<file path="src/rtl/texture_row_half_float_framer_unit_assert.svh">
// Assertion macros used by the texture row framer back end.
`ifndef TEXTURE_ROW_HALF_FLOAT_FRAMER_UNIT_ASSERT_SVH
`define TEXTURE_ROW_HALF_FLOAT_FRAMER_UNIT_ASSERT_SVH

// Check a property at every rising edge, ignored while reset is asserted.
`define TFRM_ASSERT(lbl, clk, rstn, prop, msg) \
    lbl: assert property (@(posedge clk) disable iff (!rstn) (prop)) else $error(msg);

// Check that a condition never holds outside reset.
`define TFRM_ASSERT_NEVER(lbl, clk, rstn, cond, msg) \
    lbl: assert property (@(posedge clk) disable iff (!rstn) !(cond)) else $error(msg);

`endif

</file>
<file path="src/rtl/tfrm_pkg.sv">
// Shared constants, types and phase codes for the texture row framer.
`default_nettype none
package tfrm_pkg;

    localparam int TEXELS_PER_ROW     = 64;
    localparam int COMPONENTS_PER_ROW = 3 * TEXELS_PER_ROW;
    localparam int CNT_W              = $clog2(COMPONENTS_PER_ROW);

    localparam logic [7:0]  ROW_MARKER    = 8'hAF;
    localparam logic [15:0] HALF_INF      = 16'h7c00;
    localparam logic [15:0] HALF_QNAN_BIT = 16'h0200;

    localparam int QUEUE_DEPTH = 2;
    localparam int QPTR_W      = $clog2(QUEUE_DEPTH);

    // One converted component on its way from front to back.
    typedef struct packed {
        logic [7:0]  row;
        logic [15:0] half;
        logic        first;
        logic        last;
    } tfrm_entry_t;

    typedef enum logic [2:0] {
        PH_MARK,
        PH_ROW,
        PH_LO,
        PH_HI,
        PH_CSUM
    } tfrm_phase_t;

endpackage
`default_nettype wire

</file>
<file path="src/rtl/tfrm_front.sv">
// Front end: accepts components, converts them to half precision, tags row position.
`default_nettype none
module tfrm_front
    import tfrm_pkg::*;
(
    input  wire logic        aclk,
    input  wire logic        aresetn,
    input  wire logic        s_tvalid,
    output logic             s_tready,
    input  wire logic [39:0] s_tdata,   // [7:0] row_index, [39:8] component_bits
    input  wire logic        q_full,
    output logic             q_push,
    output tfrm_entry_t      q_entry
);

    logic [CNT_W-1:0] count_reg;
    logic [CNT_W-1:0] count_next;
    logic             row_last;

    logic [31:0] bits;
    logic        sign;
    logic [7:0]  bexp;
    logic [22:0] mant;
    logic [23:0] mant24;
    logic [4:0]  sh;
    logic [23:0] sub_shift;
    logic [23:0] rnd_shift;
    logic [10:0] sub_r;
    logic [14:0] norm_base;
    logic        norm_inc;
    logic [14:0] norm_r;
    logic [15:0] half;

    assign s_tready = !q_full;
    assign q_push   = s_tvalid && !q_full;
    assign row_last = (count_reg == CNT_W'(COMPONENTS_PER_ROW - 1));

    // binary32 to binary16
    always_comb begin
        bits      = s_tdata[39:8];
        sign      = bits[31];
        bexp      = bits[30:23];
        mant      = bits[22:0];
        mant24    = {1'b1, mant};
        sh        = 5'(8'd126 - bexp);
        sub_shift = mant24 >> sh;
        rnd_shift = mant24 >> (sh - 5'd1);
        sub_r     = sub_shift[10:0] + {10'd0, rnd_shift[0]};
        norm_base = {5'(bexp - 8'd112), mant[22:13]};
        norm_inc  = mant[12] && ((mant[11:0] != 12'd0) || mant[13]);
        norm_r    = norm_base + {14'd0, norm_inc};
        priority if (bexp == 8'hff) begin
            half = {sign, 15'd0} | HALF_INF | ((mant != 23'd0) ? HALF_QNAN_BIT : 16'd0);
        end else if (bexp >= 8'd143) begin
            half = {sign, 15'd0} | HALF_INF;
        end else if (bexp < 8'd102) begin
            half = {sign, 15'd0};
        end else if (bexp <= 8'd112) begin
            half = {sign, 4'd0, sub_r};
        end else begin
            half = {sign, norm_r};
        end
    end

    always_comb begin
        q_entry.row   = s_tdata[7:0];
        q_entry.half  = half;
        q_entry.first = (count_reg == '0);
        q_entry.last  = row_last;
        count_next    = count_reg;
        if (q_push) begin
            count_next = row_last ? '0 : count_reg + CNT_W'(1);
        end
    end

    always_ff @(posedge aclk) begin
        if (!aresetn) begin
            count_reg <= '0;
        end else begin
            count_reg <= count_next;
        end
    end

endmodule
`default_nettype wire

</file>
<file path="src/rtl/tfrm_queue.sv">
// Short queue between the front end and the byte sequencer.
`default_nettype none
module tfrm_queue
    import tfrm_pkg::*;
(
    input  wire logic        aclk,
    input  wire logic        aresetn,
    input  wire logic        push,
    input  wire tfrm_entry_t push_entry,
    output logic             full,
    input  wire logic        pop,
    output logic             q_valid,
    output tfrm_entry_t      q_entry
);

    tfrm_entry_t       mem_reg [QUEUE_DEPTH];
    logic [QPTR_W-1:0] wr_ptr_reg;
    logic [QPTR_W-1:0] rd_ptr_reg;
    logic [QPTR_W:0]   cnt_reg;
    logic [QPTR_W:0]   cnt_next;

    assign full    = (cnt_reg == (QPTR_W + 1)'(QUEUE_DEPTH));
    assign q_valid = (cnt_reg != '0);
    assign q_entry = mem_reg[rd_ptr_reg];

    always_comb begin
        cnt_next = cnt_reg;
        if (push && !pop) begin
            cnt_next = cnt_reg + (QPTR_W + 1)'(1);
        end else if (pop && !push) begin
            cnt_next = cnt_reg - (QPTR_W + 1)'(1);
        end
    end

    always_ff @(posedge aclk) begin
        if (push) begin
            mem_reg[wr_ptr_reg] <= push_entry;
        end
    end

    always_ff @(posedge aclk) begin
        if (!aresetn) begin
            wr_ptr_reg <= '0;
            rd_ptr_reg <= '0;
            cnt_reg    <= '0;
        end else begin
            if (push) begin
                wr_ptr_reg <= wr_ptr_reg + QPTR_W'(1);
            end
            if (pop) begin
                rd_ptr_reg <= rd_ptr_reg + QPTR_W'(1);
            end
            cnt_reg <= cnt_next;
        end
    end

endmodule
`default_nettype wire

</file>
<file path="src/rtl/tfrm_back.sv">
// Back end: walks each queued component through its packet bytes, and the checksum after the last one of a row.
`default_nettype none
`include "texture_row_half_float_framer_unit_assert.svh"
module tfrm_back
    import tfrm_pkg::*;
(
    input  wire logic        aclk,
    input  wire logic        aresetn,
    input  wire logic        q_valid,
    input  wire tfrm_entry_t q_entry,
    output logic             q_pop,
    output logic             m_tvalid,
    input  wire logic        m_tready,
    output logic [7:0]       m_tdata,   // [7:0] out_byte
    output logic             m_tlast
);

    tfrm_entry_t cur_reg;
    logic        cur_valid_reg;
    logic        cur_valid_next;
    tfrm_phase_t phase_reg;
    tfrm_phase_t phase_next;
    logic [7:0]  csum_reg;
    logic [7:0]  csum_next;
    logic        m_valid_reg;
    logic        m_valid_next;
    logic [7:0]  m_data_reg;
    logic        m_last_reg;

    logic        out_load;
    logic        emit;
    logic        finish;
    logic [7:0]  byte_sel;
    logic        last_sel;

    assign out_load = !m_valid_reg || m_tready;
    assign emit     = cur_valid_reg && out_load;
    assign finish   = emit && ((phase_reg == PH_HI && !cur_reg.last) || phase_reg == PH_CSUM);
    assign q_pop    = q_valid && (!cur_valid_reg || finish);

    // next state
    always_comb begin
        phase_next     = phase_reg;
        cur_valid_next = cur_valid_reg;
        csum_next      = csum_reg;
        if (emit) begin
            unique case (phase_reg)
                PH_MARK: begin
                    phase_next = PH_ROW;
                end
                PH_ROW: begin
                    phase_next = PH_LO;
                    csum_next  = cur_reg.row;
                end
                PH_LO: begin
                    phase_next = PH_HI;
                    csum_next  = csum_reg ^ cur_reg.half[7:0];
                end
                PH_HI: begin
                    phase_next = PH_CSUM;
                    csum_next  = csum_reg ^ cur_reg.half[15:8];
                end
                PH_CSUM: begin
                    csum_next = 8'h00;
                end
                default: begin
                    phase_next = PH_LO;
                end
            endcase
        end
        if (finish) begin
            cur_valid_next = 1'b0;
        end
        if (q_pop) begin
            cur_valid_next = 1'b1;
            phase_next     = q_entry.first ? PH_MARK : PH_LO;
        end
    end

    // byte selection
    always_comb begin
        last_sel = 1'b0;
        unique case (phase_reg)
            PH_MARK: byte_sel = ROW_MARKER;
            PH_ROW:  byte_sel = cur_reg.row;
            PH_LO:   byte_sel = cur_reg.half[7:0];
            PH_HI:   byte_sel = cur_reg.half[15:8];
            PH_CSUM: begin
                byte_sel = csum_reg;
                last_sel = 1'b1;
            end
            default: byte_sel = 8'h00;
        endcase
        m_valid_next = emit ? 1'b1 : (m_tready ? 1'b0 : m_valid_reg);
    end

    always_ff @(posedge aclk) begin
        if (q_pop) begin
            cur_reg <= q_entry;
        end
        if (emit) begin
            m_data_reg <= byte_sel;
            m_last_reg <= last_sel;
        end
    end

    always_ff @(posedge aclk) begin
        if (!aresetn) begin
            cur_valid_reg <= 1'b0;
            phase_reg     <= PH_MARK;
            csum_reg      <= 8'h00;
            m_valid_reg   <= 1'b0;
        end else begin
            cur_valid_reg <= cur_valid_next;
            phase_reg     <= phase_next;
            csum_reg      <= csum_next;
            m_valid_reg   <= m_valid_next;
        end
    end

    assign m_tvalid = m_valid_reg;
    assign m_tdata  = m_data_reg;
    assign m_tlast  = m_last_reg;

    `TFRM_ASSERT(a_csum_cleared, aclk, aresetn,
        (emit && phase_reg == PH_CSUM) |=> (csum_reg == 8'h00),
        "checksum not cleared after packet end")
    `TFRM_ASSERT(a_csum_only_last, aclk, aresetn,
        (cur_valid_reg && phase_reg == PH_CSUM) |-> cur_reg.last,
        "checksum phase on a non-final component")
    `TFRM_ASSERT(a_marker_out, aclk, aresetn,
        (emit && phase_reg == PH_MARK) |=> (m_data_reg == ROW_MARKER && !m_last_reg),
        "marker byte not presented")
    `TFRM_ASSERT_NEVER(a_pop_mid_item, aclk, aresetn,
        q_pop && cur_valid_reg && !emit,
        "queue popped while a component is still being sent")

endmodule
`default_nettype wire

</file>
<file path="src/rtl/texture_row_half_float_framer_unit.sv">
// Top level of the texture row half-float packet framer.
// An item's first byte reaches m_tdata via the queue, the current-item and output registers.
// Throughput: one output byte per cycle through a single output register while m_tready is
//   high; an item is 2 bytes, 4 for the first of a row (marker, row), 3 for the last.
// A two-entry queue lets the input side accept while earlier bytes are still draining.
// Reset (aresetn low, synchronous) clears the row position, checksum, queue and output valid.
`default_nettype none
module texture_row_half_float_framer_unit
    import tfrm_pkg::*;
(
    input  wire logic        aclk,
    input  wire logic        aresetn,
    input  wire logic        s_tvalid,
    output logic             s_tready,
    input  wire logic [39:0] s_tdata,   // [7:0] row_index, [39:8] component_bits
    output logic             m_tvalid,
    input  wire logic        m_tready,
    output logic [7:0]       m_tdata,   // [7:0] out_byte
    output logic             m_tlast    // last_byte: set on the checksum byte
);

    // Converted components waiting for the byte sequencer.
    logic        q_full;
    logic        q_push;
    tfrm_entry_t push_entry;
    logic        q_pop;
    logic        q_valid;
    tfrm_entry_t q_entry;

    // Front: take a component, convert it, note its place in the row.
    tfrm_front u_front (
        .aclk     (aclk),
        .aresetn  (aresetn),
        .s_tvalid (s_tvalid),
        .s_tready (s_tready),
        .s_tdata  (s_tdata),
        .q_full   (q_full),
        .q_push   (q_push),
        .q_entry  (push_entry)
    );

    // Queue: decouple the conversion from byte-rate output.
    tfrm_queue u_queue (
        .aclk       (aclk),
        .aresetn    (aresetn),
        .push       (q_push),
        .push_entry (push_entry),
        .full       (q_full),
        .pop        (q_pop),
        .q_valid    (q_valid),
        .q_entry    (q_entry)
    );

    // Back: emit marker, row, half bytes and checksum one item at a time.
    tfrm_back u_back (
        .aclk     (aclk),
        .aresetn  (aresetn),
        .q_valid  (q_valid),
        .q_entry  (q_entry),
        .q_pop    (q_pop),
        .m_tvalid (m_tvalid),
        .m_tready (m_tready),
        .m_tdata  (m_tdata),
        .m_tlast  (m_tlast)
    );

endmodule
`default_nettype wire
</file>
<file path="config.mk">
export PLATFORM = sky130hd
export DESIGN_NAME = texture_row_half_float_framer_unit
export DESIGN_NICKNAME = d
export VERILOG_FILES = /design/src/rtl/tfrm_pkg.sv /design/src/rtl/tfrm_front.sv /design/src/rtl/tfrm_queue.sv /design/src/rtl/tfrm_back.sv /design/src/rtl/texture_row_half_float_framer_unit.sv
export VERILOG_INCLUDE_DIRS = /design/src /design/src/rtl
export SDC_FILE = /design/constraint.sdc
export NUM_CORES = 1
export LEC_CHECK = 0
export BUFFER_PORTS_ARGS = -buffer_cell sky130_fd_sc_hd__buf_2
export CAP_MARGIN = 0
export CORE_MARGIN = 8
export CORE_UTILIZATION = 60
export DETAILED_ROUTE_END_ITERATION = 10
export PLACE_DENSITY_LB_ADDON = 0.15
export SLEW_MARGIN = 20
export SYNTH_ARGS = -nofsm -noshare
export SYNTH_HDL_FRONTEND = slang
export SYNTH_SLANG_ARGS = --single-unit
</file>
<file path="constraint.sdc">
create_clock -name aclk -period 7.7 [get_ports aclk]
set_input_delay 1.54 -clock aclk [delete_from_list [all_inputs] [get_ports aclk]]
set_output_delay 1.54 -clock aclk [all_outputs]
set_load 0.05 [all_outputs]
</file>
==> impl_metrics.py, run 1 <==
metrics = {
    "global_routing": {
        "grt_pass1_wl_um": 26300,
        "grt_overflow": 0,
        "antenna_found_initial": 0,
        "grt_max_degree": 35,
        "grt_pass1_vias": 5121,
        "grt_usage_pct": 22.3,
    },
    "cts": {
        "cts_tree": "yes",
        "cts-hold-fix-buffers": 0,
        "clk_latency_ps": 350,
        "cts.sinks": 112,
        "htree_levels": 3,
        "clockRootBuffer": "clkbuf_16",
        "cts_buffer_depth": 2,
        "clk_pin_slew_worst_paths_ps": 80,
        "cts-resized-gates": 0,
        "post_cts_buffers": 0,
        "cts_made_buffers": 9,
    },
    "synth": {
        "async_flop_share_pct": 0,
        "ys_seq_area_share_pct": 45.9,
        "yosys_warnings": 0,
        "synth_seq_cells": 112,
        "synth_edf_count": 86,
        "syn-cell-area_mm2": 0.00677,
        "synth_cell_types": 58,
        "syn_inst": 625,
        "syn_nets": 680,
        "synth.avg_cell_area_um2": 10.8,
        "yosys_most_used_dff": "edfxtp_1",
    },
    "run_status": {
        "outcome": "finished, final reports clean",
    },
    "sta": {
        "setup_viol": 0,
        "hold_ws_ps": 480,
        "period_share_pct": 71.5,
        "rsz0062_at_grt": "no",
        "maxSlewViolCount": 0,
        "maxSlewHeadroom_pct": 30.7,
        "worst-slew-pin-transition_ps": 1040,
        "fin_tns_setup_ps": 0,
        "skew_ps": 7.68,
        "max_freq_ghz": 0.182,
        "final_hold_viol_count": 0,
        "period_needed_ps": 5500,
        "finalWorstSetupSlack_ps": 2200,
    },
    "placement": {
        "place_ws_ps": 1570,
        "gp_congestion": 0.957,
        "portBuffers": 54,
        "placed_cells": 787,
        "dp_hpwl_um": 11800,
    },
    "final_layout": {
        "diodes": 0,
        "syn_to_final_growth_pct": 8.86,
        "fin_cells": 803,
        "nets": 713,
        "drive_gt1_share_pct": 21.7,
        "largest_reg_flops": 52,
        "fillers": 832,
    },
    "route": {
        "post_drt_wl_per_cell_um": 20.2,
        "final_antenna_net_count": 0,
        "via_per_inst": 6.41,
        "wl_um": 16200,
        "remaining_drc_errors": 0,
        "drt_iter0_drc": 598,
        "top_layer_used": "met4",
        "m1WireLength_um": 6610,
        "route.met2.wl_um": 8110,
        "via_count": 5148,
        "dr.pass1.iters": 7,
        "met3_wirelength_um": 1130,
    },
    "pwr": {
        "power.total_w": 0.00206,
        "powerDensity_mw_per_mm2": 280,
        "leakagePower_nw": 2.65,
        "irDropWorstVdd_uv": 248,
    },
    "critical_path": {
        "cp.arrival_ps": 5650,
        "cp_num_buf_inv": 3,
        "crit_chain": "buf_2 > inv_1 > ha_2 > buf_4 > mux2i_1 > a22oi_1 > mux4_2 > nand2_1 > o31ai_1 > ha_1 > o31ai_2 > a21oi_1 > nor2b_1 > xnor2_1 > a211oi_1",
        "r2r-start": "u_back.phase_reg[1]",
        "cp_max_fo": 34,
        "crit_start": "s_tdata[31]",
        "cpMaxStageDelayCell": "ha_2",
        "path_delay_family": "adder cells",
        "crit_path_start_kind": "input pin",
        "slowest_delay_ps": 800,
        "end_kind": "flop",
        "cp.required_ps": 7840,
        "crit_type": "input pin to flop",
    },
    "floorplan": {
        "rows": 38,
        "initial_utilization_pct": 61.9,
        "dieArea_mm2": 0.0149,
        "die_w_um": 122,
        "ios": 55,
        "core_mm2": 0.0109,
        "dieHeight_um": 122,
    },
    "flow_run": {
        "drv_cap": 0,
    },
    "worst_hold_path": {
        "hold_class": "flop to flop",
        "hp-start": "u_back.cur_valid_reg",
    },
}
-- cell usage after synthesis (2+ instances only) --
| cell type | n | area share, % |
|---|---|---|
| clkbuf_1 | 22 | 1.2 |
| inv_1 | 17 | 0.94 |
| nand3_1 | 15 | 1.1 |
| xor2_1 | 17 | 2.2 |
| ha_1 | 11 | 2.0 |
| o22ai_1 | 8 | 0.74 |
| or3_1 | 2 | 0.18 |
| a211oi_1 | 8 | 0.89 |
| a221oi_1 | 2 | 0.26 |
| buf_6 | 3 | 0.50 |
| dfxtp_1 | 26 | 7.7 |
| mux2_2 | 42 | 7.0 |
| o21a_1 | 3 | 0.33 |
| mux4_2 | 13 | 4.3 |
| nor2_1 | 59 | 3.3 |
| nor2b_1 | 4 | 0.37 |
| a2111oi_0 | 4 | 0.52 |
| a31oi_1 | 6 | 0.55 |
| a21oi_1 | 44 | 3.3 |
| clkinv_1 | 2 | 0.11 |
| nand2_1 | 36 | 2.0 |
| buf_2 | 7 | 0.52 |
| nand2b_1 | 7 | 0.65 |
| a22oi_1 | 12 | 1.3 |
| xnor2_1 | 26 | 3.4 |
| a211o_1 | 2 | 0.26 |
| edfxtp_1 | 86 | 38 |
| and3_1 | 3 | 0.28 |
| o32a_1 | 2 | 0.30 |
| mux2i_1 | 41 | 6.1 |
| o211ai_1 | 2 | 0.22 |
| buf_1 | 5 | 0.28 |
| nor3_1 | 13 | 0.96 |
| buf_4 | 4 | 0.44 |
| o21ai_0 | 33 | 2.4 |
| nand4_1 | 9 | 0.83 |
| nor4_1 | 6 | 0.55 |
| and2_1 | 3 | 0.28 |
-- per-layer routing --
metal,up-vias,global-route usage [%]
met1,2501,27.5
met3,26,4.72
met5,-,0
met2,220,37.6
met4,0,8.53
li1,2401,-
-- where the power goes --
group / switching [W] / internal (W)
clock network: 0.000209 / 0.000225
registers: 0.0000983 / 0.000845
logic: 0.000422 / 0.000263
total: 0.000730 / 0.00133
-- cell type report --
type / instances / area, µm² / area share [%]
Clock buffer: 12 / 236 / 3.21
Clock inverter: 4 / 37.5 / 0.510
Inverter: 20 / 80.1 / 1.09
Multi-Input combinational cell: 452 / 3390 / 46.1
Sequential cell: 112 / 3100 / 42.1
Tap cell: 140 / 175 / 2.38
Timing Repair Buffer: 63 / 338 / 4.59
-- worst paths after layout --
kind	to	slack (ps)	cells after the start
setup / recovery	u_queue.mem_reg[0][6]	2200	15
hold / removal	u_back.m_tvalid	480	2
setup reg to reg	u_back.cur_reg[24]	4620	6
hold reg to reg	u_back.m_tvalid	480	2
-- layout by cell type, fill, tap and decap left out, types with 15 or more instances in the layout --
cell and n:
edfxtp_1 86, nor2_1 58, buf_2 54, a21oi_1 44, mux2_2 42, mux2i_1 41
nand2_1 36, o21ai_0 33, xnor2_1 26, dfxtp_1 26, xor2_1 17, inv_1 17
nand3_1 15
-- worst reg2reg max path, cell delays in order, from the launching register on --
cell      delay [ps]
dfxtp_1          760
clkinv_1         470
nor3_1           280
o21ai_0          110
nand2_1          110
o21ai_1          180
inv_1            780
-- kinds of logic (layout without fill, tap and decap cells) --
family / Yosys count / count (layout) / synth area share (%)
simple gates: 163 / 163 / 11.3
compound gates: 137 / 137 / 12.9
flops: 112 / 112 / 45.9
mux: 97 / 97 / 17.8
buf+inv: 61 / 99 / 4.14
xor+xnor: 44 / 44 / 5.97
fa+ha+maj: 11 / 11 / 2.03
-- through the flow --
stage	area [µm²]	utilization, %
2_1_floorplan	6770	-
3_3_place_gp	7080	64.7
3_5_place_dp	7080	64.7
4_1_cts	7350	67.3
5_1_grt	7360	67.3
6_report	7360	67.3
Note: power is estimated with default switching activity, not from simulation.
==> inputs of run 2 (changes only) <==
- clock period: 7.7 -> 5.73 ns (I/O delays scaled with it)
==> run 2 against run 1 <==
  * Count of clock-buffer cells in the layout shrank 3
  * Die area did not move
  * Non-clock buffer count increased by 3
  * Power increased by 37%
  * Sequential share of layout area shrank 0.25 points
  * Wire length fell by 1.2%
  * Global-route usage shrank 0.39 points
  * Largest cell class unchanged
  * Largest power group unchanged
==> impl_metrics.py, run 2 (synthesized netlist as in run 1, its figures left out) <==
metrics = {
    "sta": {
        "max_freq_ghz": 0.229,
        "period_share_pct": 76.3,
        "worst-slew-pin-transition_ps": 988,
        "fin_tns_setup_ps": 0,
        "rsz0062_at_grt": "no",
        "maxSlewViolCount": 0,
        "maxSlewHeadroom_pct": 34.1,
        "final_hold_viol_count": 0,
        "skew_ps": 9.64,
        "period_needed_ps": 4370,
        "setup_viol": 0,
    },
    "global_routing": {
        "grt_overflow": 0,
        "antenna_found_initial": 0,
        "grt_usage_pct": 21.9,
        "grt_pass1_vias": 5182,
        "grt_max_degree": 45,
        "grt_pass1_wl_um": 25900,
    },
    "route": {
        "drt_iter0_drc": 625,
        "dr.pass1.iters": 7,
        "via_per_inst": 6.37,
        "final_antenna_net_count": 0,
        "post_drt_wl_per_cell_um": 19.8,
        "via_count": 5132,
        "wl_um": 16000,
        "remaining_drc_errors": 0,
    },
    "final_layout": {
        "fillers": 838,
        "nets": 716,
        "seq_area_mm2": 0.00310,
        "largest_reg_flops": 52,
        "mostFrequentLayoutCells": "86 x edfxtp_1, 58 x nor2_1, 54 x buf_2",
        "design_area_mm2": 0.00741,
        "mostFrequentLayoutCell": "edfxtp_1",
        "syn_to_final_growth_pct": 9.51,
        "multiInputGateArea_mm2": 0.00338,
        "drive_gt1_share_pct": 22.1,
        "fin_util_pct": 67.7,
        "diodes": 0,
    },
    "critical_path": {
        "crit_path_start_kind": "input pin",
        "r2r-start": "u_back.phase_reg[1]",
        "end_kind": "flop",
        "crit_start": "s_tdata[32]",
        "reg2regPathDepth": 6,
        "cp.arrival_ps": 4530,
        "cp_max_fo": 44,
        "crit_type": "input pin to flop",
        "cp.required_ps": 5890,
        "endpoint": "u_queue.mem_reg[0][6]",
        "reg2reg_slack_ps": 2710,
        "reg2reg_to": "u_back.cur_reg[21]",
    },
    "floorplan": {
        "dieArea_mm2": 0.0149,
        "die_w_um": 122,
        "core_mm2": 0.0109,
        "rows": 38,
        "dieHeight_um": 122,
        "initial_utilization_pct": 61.9,
        "ios": 55,
    },
    "cts": {
        "htree_levels": 3,
        "post_cts_buffers": 0,
        "cts_made_buffers": 9,
        "cts-resized-gates": 0,
        "cts_tree": "yes",
        "clk_pin_slew_worst_paths_ps": 70,
        "clockRootBuffer": "clkbuf_16",
        "cts_buffer_depth": 2,
        "clk_latency_ps": 350,
        "cts-hold-fix-buffers": 0,
        "cts.sinks": 112,
    },
    "worst_hold_path": {
        "hp-start": "u_back.cur_valid_reg",
        "hold_class": "flop to flop",
    },
    "placement": {
        "gp_congestion": 0.961,
        "portBuffers": 54,
        "dp_hpwl_um": 11600,
        "placed_cell_area_mm2": 0.00710,
    },
    "run_status": {
        "outcome": "finished, final reports clean",
    },
    "flow_run": {
        "drv_cap": 0,
    },
    "pwr": {
        "irDropWorstVdd_uv": 323,
        "powerDensity_mw_per_mm2": 380,
        "leakagePower_nw": 2.68,
    },
}
run 2: stage by stage:
| step | setup WS [ps] | cells | power [W] | hold slack, ps |
|---|---|---|---|---|
| finish | 1360 | 806 | 0.00282 | 472 |
| global placement | 1140 | 790 | 0.00216 | 452 |
| detailed placement | 1020 | 790 | 0.00219 | 469 |
| global route | 1090 | 806 | 0.00296 | 505 |
| floorplan | 466 | 625 | 0.00194 | 439 |
| CTS | 1400 | 806 | 0.00283 | 479 |
run 2: area by class of cell:
class                   count  share of cell area [%]
inverters                  20                    1.08
clock inverters             7                    1.08
well taps                 140                    2.36
clock buffers               9                    3.04
flip-flops and latches    112                    41.9
repair buffers             66                    4.86
multi-input cells         452                    45.7
run 2: per-layer routing:
layer / wire length, µm / GRT usage (%) / vias to the layer above
li1: - / - / 2409
met1: 6840 / 26.8 / 2496
met2: 7870 / 36.8 / 192
met3: 875 / 4.40 / 35
met4: 415 / 9.67 / 0
met5: 0 / 0 / -
run 2: report_power, final:
group          internal, W  total, W  leakage (nW)  switching [W]
combinational     0.000353  0.000921          1.51       0.000568
sequential         0.00113   0.00126          1.02       0.000129
clock             0.000344  0.000632         0.147       0.000288
run 2: worst max-delay path, stage by stage:
cell and delay [ps]:
buf_2 130, inv_1 70, ha_1 270, buf_4 460, mux2_2 430, mux4_1 580, a21boi_1 190, o31ai_2 460
a21oi_1 120, nor2b_1 190, xnor2_1 170, a211oi_1 270
run 2: worst min-delay path by stage:
stage                 endpoint  cells past startpoint  slack (ps)
3_5_place_dp   u_back.m_tvalid                      2         470
2_1_floorplan  u_back.m_tvalid                      2         440
3_3_place_gp   u_back.m_tvalid                      2         450
5_1_grt        u_back.m_tvalid                      2         500
4_1_cts        u_back.m_tvalid                      2         480
6_report       u_back.m_tvalid                      2         470
==> inputs of run 3 (changes only) <==
- CORE_UTILIZATION: 60 -> 55
- clock period: 5.73 -> 3.85 ns (I/O delays scaled with it)
==> run 3 against run 2 <==
  * Count of clock-buffer cells in the layout is the same
  * Critical path depth grew 1
  * Hold slack lost 5.5 ps
  * Global-route usage shrank 1.3 points
  * Core utilization shrank 3.9 points
  * Cell area grew 3.5%
  * Power grew 53%
  * First-iteration DRC count shrank 17%
  * Clock skew shrank 0.89 ps
  * Sequential power grew 48%
  * Setup slack lost 1100 ps
  * Critical endpoint is now u_queue.mem_reg[1][8]
  * Highest routed layer unchanged
==> impl_metrics.py, run 3 (synthesized netlist as in run 1, its figures left out) <==
metrics = {
    "run_status": {
        "outcome": "finished, final reports clean",
    },
    "global_routing": {
        "grt_pass1_vias": 5097,
        "grt_pass1_wl_um": 26300,
        "grt_usage_pct": 20.6,
        "antenna_found_initial": 0,
        "grt_max_degree": 32,
        "grt_overflow": 0,
    },
    "sta": {
        "skew_ps": 8.75,
        "period_share_pct": 92.3,
        "maxSlewViolCount": 0,
        "worst-slew-pin-transition_ps": 964,
        "max_freq_ghz": 0.281,
        "maxSlewHeadroom_pct": 35.5,
        "fin_tns_setup_ps": 0,
        "period_needed_ps": 3550,
        "hold_ws_ps": 467,
        "rsz0062_at_grt": "no",
        "final_hold_viol_count": 0,
        "setup_viol": 0,
    },
    "critical_path": {
        "crit_path_start_kind": "input pin",
        "cp.required_ps": 3980,
        "end_kind": "flop",
        "reg2regPathDepth": 8,
        "cp.arrival_ps": 3690,
        "reg2reg_slack_ps": 1210,
        "crit_start": "s_tdata[32]",
        "reg2reg_to": "u_queue.cnt_reg[1]",
        "r2r-start": "u_back.phase_reg[1]",
        "crit_type": "input pin to flop",
        "endpoint": "u_queue.mem_reg[1][8]",
        "cp_max_fo": 13,
    },
    "placement": {
        "portBuffers": 54,
        "gp_congestion": 0.980,
        "placed_cell_area_mm2": 0.00734,
        "placed_cells": 820,
        "dp_hpwl_um": 12300,
    },
    "pwr": {
        "power.total_w": 0.00432,
        "irDropWorstVdd_uv": 246,
        "powerDensity_mw_per_mm2": 564,
        "leakagePower_nw": 2.80,
    },
    "cts": {
        "cts_buffer_depth": 2,
        "cts_tree": "yes",
        "htree_levels": 3,
        "post_cts_buffers": 0,
        "cts-resized-gates": 0,
        "clk_pin_slew_worst_paths_ps": 70,
        "cts.sinks": 112,
        "clockRootBuffer": "clkbuf_16",
        "clk_latency_ps": 350,
        "cts-hold-fix-buffers": 0,
        "cts_made_buffers": 9,
    },
    "floorplan": {
        "rows": 40,
        "core_mm2": 0.0120,
        "dieArea_mm2": 0.0161,
        "die_w_um": 127,
        "dieHeight_um": 127,
        "ios": 55,
        "initial_utilization_pct": 56.3,
    },
    "flow_run": {
        "drv_cap": 0,
    },
    "route": {
        "wl_um": 16500,
        "via_per_inst": 6.27,
        "post_drt_wl_per_cell_um": 19.7,
        "remaining_drc_errors": 0,
        "via_count": 5241,
        "dr.pass1.iters": 5,
        "final_antenna_net_count": 0,
        "drt_iter0_drc": 520,
    },
    "final_layout": {
        "mostFrequentLayoutCells": "86 x edfxtp_1, 58 x nor2_1, 54 x buf_2",
        "fin_cells": 836,
        "drive_gt1_share_pct": 26.1,
        "diodes": 0,
        "syn_to_final_growth_pct": 13.4,
        "largest_reg_flops": 52,
        "mostFrequentLayoutCell": "edfxtp_1",
        "design_area_mm2": 0.00767,
        "nets": 739,
    },
    "worst_hold_path": {
        "hold_class": "flop to flop",
    },
}
## run 3: per-layer routing
metal / part of all wire (%) / GRT usage, % / vias up
li1: - / - / 2456
met1: 42 / 25.5 / 2529
met2: 49 / 34.7 / 230
met3: 6.8 / 4.73 / 26
met4: 2.0 / 6.58 / 0
met5: 0 / 0 / -
## run 3: power breakdown
part / internal (W) / switching [W] / total (W) / leakage (nW)
combinational: 0.000580 / 0.000892 / 0.00147 / 1.62
sequential: 0.00169 / 0.000170 / 0.00186 / 1.02
clock: 0.000578 / 0.000417 / 0.000995 / 0.162
## run 3: worst min path at each step
| stage | from | end | slack (ps) | cells past startpoint |
|---|---|---|---|---|
| floorplan | u_back.cur_valid_reg | u_back.m_tvalid | 440 | 2 |
| global placement | u_back.cur_valid_reg | u_back.m_tvalid | 450 | 2 |
| detailed placement | u_back.cur_valid_reg | u_back.m_tvalid | 460 | 2 |
| CTS | u_back.cur_valid_reg | u_back.m_tvalid | 470 | 2 |
| global route | u_back.cur_valid_reg | u_back.m_tvalid | 500 | 2 |
| finish | u_back.cur_valid_reg | u_back.m_tvalid | 470 | 2 |
## run 3: area by class of cell
cell class	count	area (µm²)
well taps	147	184
multi-input cells	452	3430
clock inverters	7	103
flip-flops and latches	112	3100
repair buffers	89	546
fillers	949	4340
inverters	20	82.6
clock buffers	9	225
## run 3: per-stage QoR
stage | setup WS (ps) | utilization, %
2_1_floorplan | -218 | -
3_3_place_gp | 13.9 | 61.1
3_5_place_dp | -56.7 | 61.1
4_1_cts | 302 | 63.9
5_1_grt | 60.4 | 63.9
6_report | 297 | 63.9
## run 3: critical path, stage by stage
cell	delay [ps]
buf_2	100
inv_1	80
ha_4	400
buf_4	240
buf_4	140
mux2i_1	100
mux2_2	300
o21ai_0	320
a222oi_1	190
a211oi_2	380
nand3_1	140
xor2_1	190
a211oi_1	320
